**src/hw/rtl/rtt_pkg.sv**
```systemverilog
// ----------------------------------------------------------------------------
// RTT tracker package
// Shared constants, table entry layout and controller/datapath signal groups.
// ----------------------------------------------------------------------------
`timescale 1ns / 1ps
`default_nettype none

package rtt_pkg;

  localparam int TABLE_DEPTH = 16;
  localparam int IDX_W       = $clog2(TABLE_DEPTH);
  localparam int CNT_W       = $clog2(TABLE_DEPTH + 1);
  localparam int ENTRIES_W   = 5;
  localparam int TIMEOUT_W   = 16;
  localparam logic [TIMEOUT_W-1:0] TIMEOUT_RESET = 16'd10;
  localparam int S_TDATA_W   = 376;
  localparam int M_TDATA_W   = 168;
  localparam logic signed [20:0] US_PER_S = 21'sd1000000;

  localparam logic [1:0] ST_RECORDED  = 2'd0;
  localparam logic [1:0] ST_FULL      = 2'd1;
  localparam logic [1:0] ST_MATCHED   = 2'd2;
  localparam logic [1:0] ST_UNMATCHED = 2'd3;

  typedef struct packed {
    logic [19:0] usec;
    logic [31:0] sec;
    logic [31:0] ack;
    logic [15:0] dport;
    logic [15:0] sport;
    logic [63:0] dst_lo;
    logic [63:0] dst_hi;
    logic [63:0] src_lo;
    logic [63:0] src_hi;
  } entry_t;

  localparam int ENTRY_W = $bits(entry_t);

  typedef struct packed {
    logic load_item;
    logic rd;
    logic eval;
    logic finish;
    logic mul;
    logic add;
    logic stat;
    logic div_start;
    logic out_load;
  } cmd_t;

  typedef struct packed {
    logic more;
    logic found;
    logic is_ack;
    logic div_done;
  } sts_t;

endpackage

`default_nettype wire

```
**src/hw/rtl/rtt_ctrl.sv**
```systemverilog
// ----------------------------------------------------------------------------
// RTT tracker controller
// Sequences the table scan, RTT computation, division and result transfer.
// ----------------------------------------------------------------------------
`timescale 1ns / 1ps
`default_nettype none

module rtt_ctrl
  import rtt_pkg::*;
(
  input  wire logic clk,
  input  wire logic rst,
  input  wire logic s_tvalid,
  output logic      s_tready,
  output logic      m_tvalid,
  input  wire logic m_tready,
  input  wire sts_t sts,
  output cmd_t      cmd
);

  typedef enum logic [3:0] {
    IDLE, READ, EVAL, FINISH, MUL, ADD, STAT, DIV, DIV_WAIT, DONE
  } state_t;

  state_t state;
  logic   out_free;

  assign out_free = !m_tvalid || m_tready;
  assign s_tready = (state == IDLE);

  always_comb begin
    cmd           = '0;
    cmd.load_item = (state == IDLE) && s_tvalid;
    cmd.rd        = (state == READ) && sts.more;
    cmd.eval      = (state == EVAL);
    cmd.finish    = (state == FINISH);
    cmd.mul       = (state == MUL);
    cmd.add       = (state == ADD);
    cmd.stat      = (state == STAT);
    cmd.div_start = (state == DIV);
    cmd.out_load  = (state == DONE) && out_free;
  end

  always_ff @(posedge clk) begin
    if (rst) begin
      state    <= IDLE;
      m_tvalid <= 1'b0;
    end else begin
      if (state == DONE && out_free) begin
        m_tvalid <= 1'b1;
      end else if (m_tready) begin
        m_tvalid <= 1'b0;
      end
      case (state)
        IDLE: begin
          if (s_tvalid) begin
            state <= READ;
          end
        end
        READ: begin
          state <= sts.more ? EVAL : FINISH;
        end
        EVAL: begin
          state <= READ;
        end
        FINISH: begin
          state <= (sts.is_ack && sts.found) ? MUL : DONE;
        end
        MUL: begin
          state <= ADD;
        end
        ADD: begin
          state <= STAT;
        end
        STAT: begin
          state <= DIV;
        end
        DIV: begin
          state <= DIV_WAIT;
        end
        DIV_WAIT: begin
          if (sts.div_done) begin
            state <= DONE;
          end
        end
        DONE: begin
          if (out_free) begin
            state <= IDLE;
          end
        end
        default: begin
          state <= IDLE;
        end
      endcase
    end
  end

endmodule

`default_nettype wire

```
**config.mk**
```make
export PLATFORM = sky130hd
export DESIGN_NAME = rtt_ctrl
export DESIGN_NICKNAME = d
export VERILOG_FILES = /design/src/hw/rtl/rtt_pkg.sv /design/src/hw/rtl/rtt_ctrl.sv
export SDC_FILE = /design/constraint.sdc
export NUM_CORES = 1
export LEC_CHECK = 0
export BUFFER_PORTS_ARGS = -buffer_cell sky130_fd_sc_hd__clkbuf_2
export CORE_AREA = 2 2 39 41
export DETAILED_ROUTE_END_ITERATION = 6
export DIE_AREA = 0 0 41 43
export PLACE_DENSITY = 0.62
export SYNTH_ARGS = -nofsm -noshare
export SYNTH_HDL_FRONTEND = slang
export SYNTH_SLANG_ARGS = --single-unit
```
**constraint.sdc**
```tcl
create_clock -name clk -period 1.21 [get_ports clk]
set_input_delay 0.1815 -clock clk [delete_from_list [all_inputs] [get_ports clk]]
set_output_delay 0.1815 -clock clk [all_outputs]
set_load 0.02 [all_outputs]
```
==> impl_metrics.prom <==
# TYPE chip_impl_metric gauge
chip_impl_info{name="run_status",value="finished with violations"} 1
chip_impl_info{name="violations",value="setup timing"} 1
chip_impl_metric{name="tightest_slew",unit="ps"} 256
chip_impl_metric{name="power-per-cell-area",unit="nW/um2"} 779
chip_impl_metric{name="crit_fanout",unit=""} 7
chip_impl_metric{name="chipWidth",unit="um"} 41
chip_impl_metric{name="syn_area",unit="um2"} 397
chip_impl_metric{name="vias_per_cell",unit=""} 4.84
chip_impl_metric{name="max-cap-violations",unit=""} 0
chip_impl_metric{name="place.port_buffers",unit=""} 18
chip_impl_metric{name="proportion_of_netlist_area_held_by_the_largest_area_contributor",unit=""} 0.252
chip_impl_metric{name="place_worst_setup_slack",unit="ps"} -157
chip_impl_metric{name="rows",unit=""} 14
chip_impl_metric{name="worst_ep_arrival_time",unit="ps"} 1270
chip_impl_metric{name="clkSlewWorstSetupHoldPaths",unit="ps"} 50
chip_impl_metric{name="worstSkewPairLatency",unit="ps"} 240
chip_impl_metric{name="core_area",unit="um2"} 1380
chip_impl_metric{name="drt_wl_total",unit="um"} 1310
chip_impl_metric{name="synthesis.instances",unit=""} 48
chip_impl_metric{name="count_of_routing_violations_after_the_opening_detailed_route_iteration",unit=""} 15
chip_impl_metric{name="pin_count_of_the_biggest_net_entering_global_routing",unit=""} 10
chip_impl_metric{name="floorplan.io_pins",unit=""} 19
chip_impl_info{name="grt_setup_unrepaired",value="true"} 1
chip_impl_metric{name="post_synth_mux_area_share",unit=""} 0.0789
chip_impl_metric{name="h-tree-depth",unit=""} 1
chip_impl_info{name="largest_family_of_logic_cells_by_synthesized_area",value="simple AND/OR/NAND/NOR gates"} 1
chip_impl_metric{name="skew",unit="ps"} 3.43
chip_impl_metric{name="highest_clock_frequency_the_design_can_meet",unit="GHz"} 0.688
chip_impl_metric{name="yosys_register_bits",unit=""} 5
chip_impl_metric{name="grt_pass1_vias",unit=""} 466
chip_impl_info{name="clock_tree_from_tritoncts",value="yes"} 1
chip_impl_metric{name="setup_ws",unit="ps"} -243
chip_impl_metric{name="leakagePower",unit="uW"} 0.000377
chip_impl_metric{name="compound_gate_fraction_of_synth_area",unit=""} 0.107
chip_impl_metric{name="postSynth.asyncResetShare",unit=""} 0
chip_impl_metric{name="drtPass1Iterations",unit=""} 4
chip_impl_metric{name="vdd_drop_max",unit="uV"} 510
chip_impl_metric{name="synth-xor-area-share",unit=""} 0
chip_impl_info{name="synth_top_cell_by_area",value="sky130_fd_sc_hd__dfxtp_1"} 1
chip_impl_metric{name="final_hold_viol_count",unit=""} 0
chip_impl_metric{name="grt_util_all_layers",unit=""} 0.164
chip_impl_metric{name="routed_wire_length_per_instance",unit="um"} 12.7
chip_impl_info{name="worst_setup_path_start_kind",value="flop"} 1
chip_impl_metric{name="clock_sink_count",unit=""} 5
chip_impl_metric{name="cts.path.max_buffers",unit=""} 2
chip_impl_metric{name="hpwlAfterDp",unit="um"} 811
chip_impl_metric{name="final_min_period_over_clock_period",unit=""} 1.20
chip_impl_metric{name="die-area",unit="um2"} 1760
chip_impl_metric{name="layout-area-overhead-vs-synth",unit="%"} 114
chip_impl_metric{name="synthDistinctLibCells",unit=""} 26
chip_impl_metric{name="finalSetupViolCount",unit=""} 11
chip_impl_metric{name="grt_pass1_wl",unit="um"} 1930
chip_impl_metric{name="antenna_violations_before_repair",unit=""} 0
chip_impl_metric{name="finish.net_count",unit=""} 96
chip_impl_metric{name="worst_slew_margin_rel",unit=""} 0.829
chip_impl_metric{name="final_period_minus_worst_setup_slack",unit="ps"} 1450
chip_impl_metric{name="layout-drive-gt1-share",unit=""} 0.713
chip_impl_metric{name="die_h",unit="um"} 43
chip_impl_metric{name="starting_density_of_the_core",unit=""} 0.287
chip_impl_metric{name="synthesis.yosys.warnings",unit=""} 0
chip_impl_metric{name="synth-adder-area-share",unit=""} 0
chip_impl_info{name="clock_tree.root_cell",value="sky130_fd_sc_hd__clkbuf_4"} 1
chip_impl_info{name="holdCritPathClass",value="in -> reg"} 1
chip_impl_metric{name="cts_inserted_buffers",unit=""} 3
chip_impl_info{name="yosysMostFrequentCell",value="sky130_fd_sc_hd__nor2_1"} 1
chip_impl_metric{name="vias",unit=""} 499
chip_impl_info{name="synth_top_flop_cell",value="sky130_fd_sc_hd__dfxtp_1"} 1
chip_impl_metric{name="yosys.area_share.simple",unit=""} 0.473
chip_impl_metric{name="cts.hold.buffers_added",unit=""} 0
chip_impl_metric{name="yosysSeqAreaShare",unit=""} 0.252
chip_impl_metric{name="synth-edff-count",unit=""} 0
chip_impl_metric{name="overflow",unit=""} 0
chip_impl_metric{name="diodes",unit=""} 0
chip_impl_metric{name="synth_area_per_cell",unit="um2"} 8.26
chip_impl_metric{name="postRouteAntennaNets",unit=""} 0
chip_impl_metric{name="finalWeightedCongestion",unit=""} 0.791
chip_impl_metric{name="fillerInstances",unit=""} 125
chip_impl_metric{name="worst_ep_required_time",unit="ps"} 1030
chip_impl_info{name="critical_path_class",value="reg -> out"} 1
chip_impl_info{name="post_synth_most_frequent_cells",value="sky130_fd_sc_hd__nor2_1 (7), sky130_fd_sc_hd__nor3_1 (6), sky130_fd_sc_hd__dfxtp_1 (5), sky130_fd_sc_hd__nand2_1 (3), sky130_fd_sc_hd__nand2b_1 (3)"} 1
chip_impl_metric{name="final_max_slew_violation_count",unit=""} 0
chip_impl_info{name="synthTopCellsByArea",value="sky130_fd_sc_hd__dfxtp_1 (25%), sky130_fd_sc_hd__nor3_1 (7.6%), sky130_fd_sc_hd__nor2_1 (6.6%)"} 1
chip_impl_metric{name="final_sum_of_negative_setup_slack",unit="ps"} -1500
chip_impl_metric{name="dr_drc_count",unit=""} 0
chip_impl_info{name="cp-end-kind",value="output pin"} 1
chip_impl_metric{name="synth.net_count",unit=""} 56
state kept, by name, indices dropped and copies added, names as in the netlist:
name,count
m_tvalid,1
state,4
report_power, final:
part	switching, uW	internal [uW]	total [uW]
Sequential	15.8	171	187
Clock	71.3	125	196
Combinational	115	162	278
Total	202	458	661
timing repair:
item	4_1_cts	5_1_grt
gates resized for setup	28	24
endpoints found under the setup margin	13	11
pin swaps	6	2
setup buffers	6	3
metrics by stage:
| step | hold WS, ps | std cells | instance area [um2] | total power [uW] | util |
|---|---|---|---|---|---|
| after global placement | 443 | 90 | 593 | 375 | 0.429 |
| after CTS | 165 | 100 | 772 | 645 | 0.558 |
| after floorplan | 251 | 48 | 424 | 310 | - |
| after global routing | 173 | 103 | 848 | 693 | 0.613 |
| after detailed placement | 441 | 90 | 593 | 378 | 0.429 |
| final | 174 | 103 | 848 | 661 | 0.613 |
worst paths after layout:
kind	start	endpoint	slack [ps]	cells after the start
hold / removal	rst	state[3]	170	2
setup / recovery	state[1]	cmd[8]	-240	4
setup reg to reg	state[0]	state[0]	-80	4
hold reg to reg	m_tvalid	m_tvalid	530	2
per-layer routing:
layer / GRT usage / wire, um / vias to the layer above
li1: - / - / 252
met1: 0.181 / 533 / 227
met2: 0.269 / 697 / 18
met3: 0.0157 / 70 / 2
met4: 0.120 / 8 / 0
met5: 0 / 0 / -
critical path, stage by stage (launching register included):
cell	delay, ps
sky130_fd_sc_hd__dfxtp_4	360
sky130_fd_sc_hd__buf_4	150
sky130_fd_sc_hd__nor4_4	230
sky130_fd_sc_hd__and2_4	190
sky130_fd_sc_hd__buf_8	100
layout make-up:
type	count	area, um2	share of cell area
timing repair buffer	39	329	0.388
clock buffer	4	26.3	0.0310
sequential	5	115	0.136
tap	16	20.0	0.0236
inverter	1	3.75	0.00442
multi-input combinational	38	354	0.417
placed cells by master (no fill, tap or decap), types with 2 or more instances in the layout:
cell type,netlist,layout
sky130_fd_sc_hd__dfxtp_4,0,4
sky130_fd_sc_hd__nor3_1,6,4
sky130_fd_sc_hd__nor3_2,0,2
sky130_fd_sc_hd__nor2_1,7,4
sky130_fd_sc_hd__clkbuf_2,0,8
sky130_fd_sc_hd__nand2b_4,0,2
sky130_fd_sc_hd__buf_8,0,2
sky130_fd_sc_hd__buf_4,2,17
sky130_fd_sc_hd__buf_6,1,11
sky130_fd_sc_hd__nor2_4,0,2
sky130_fd_sc_hd__clkbuf_4,0,4
sky130_fd_sc_hd__mux2i_1,2,2
sky130_fd_sc_hd__nand2_1,3,2
sky130_fd_sc_hd__a21oi_1,2,2
kinds of logic after synthesis:
logic type / Yosys count
compound gates: 6
simple gates: 29
mux: 3
buf+inv: 5
flops: 5
No activity file was read; power rests on OpenSTA's default activity.
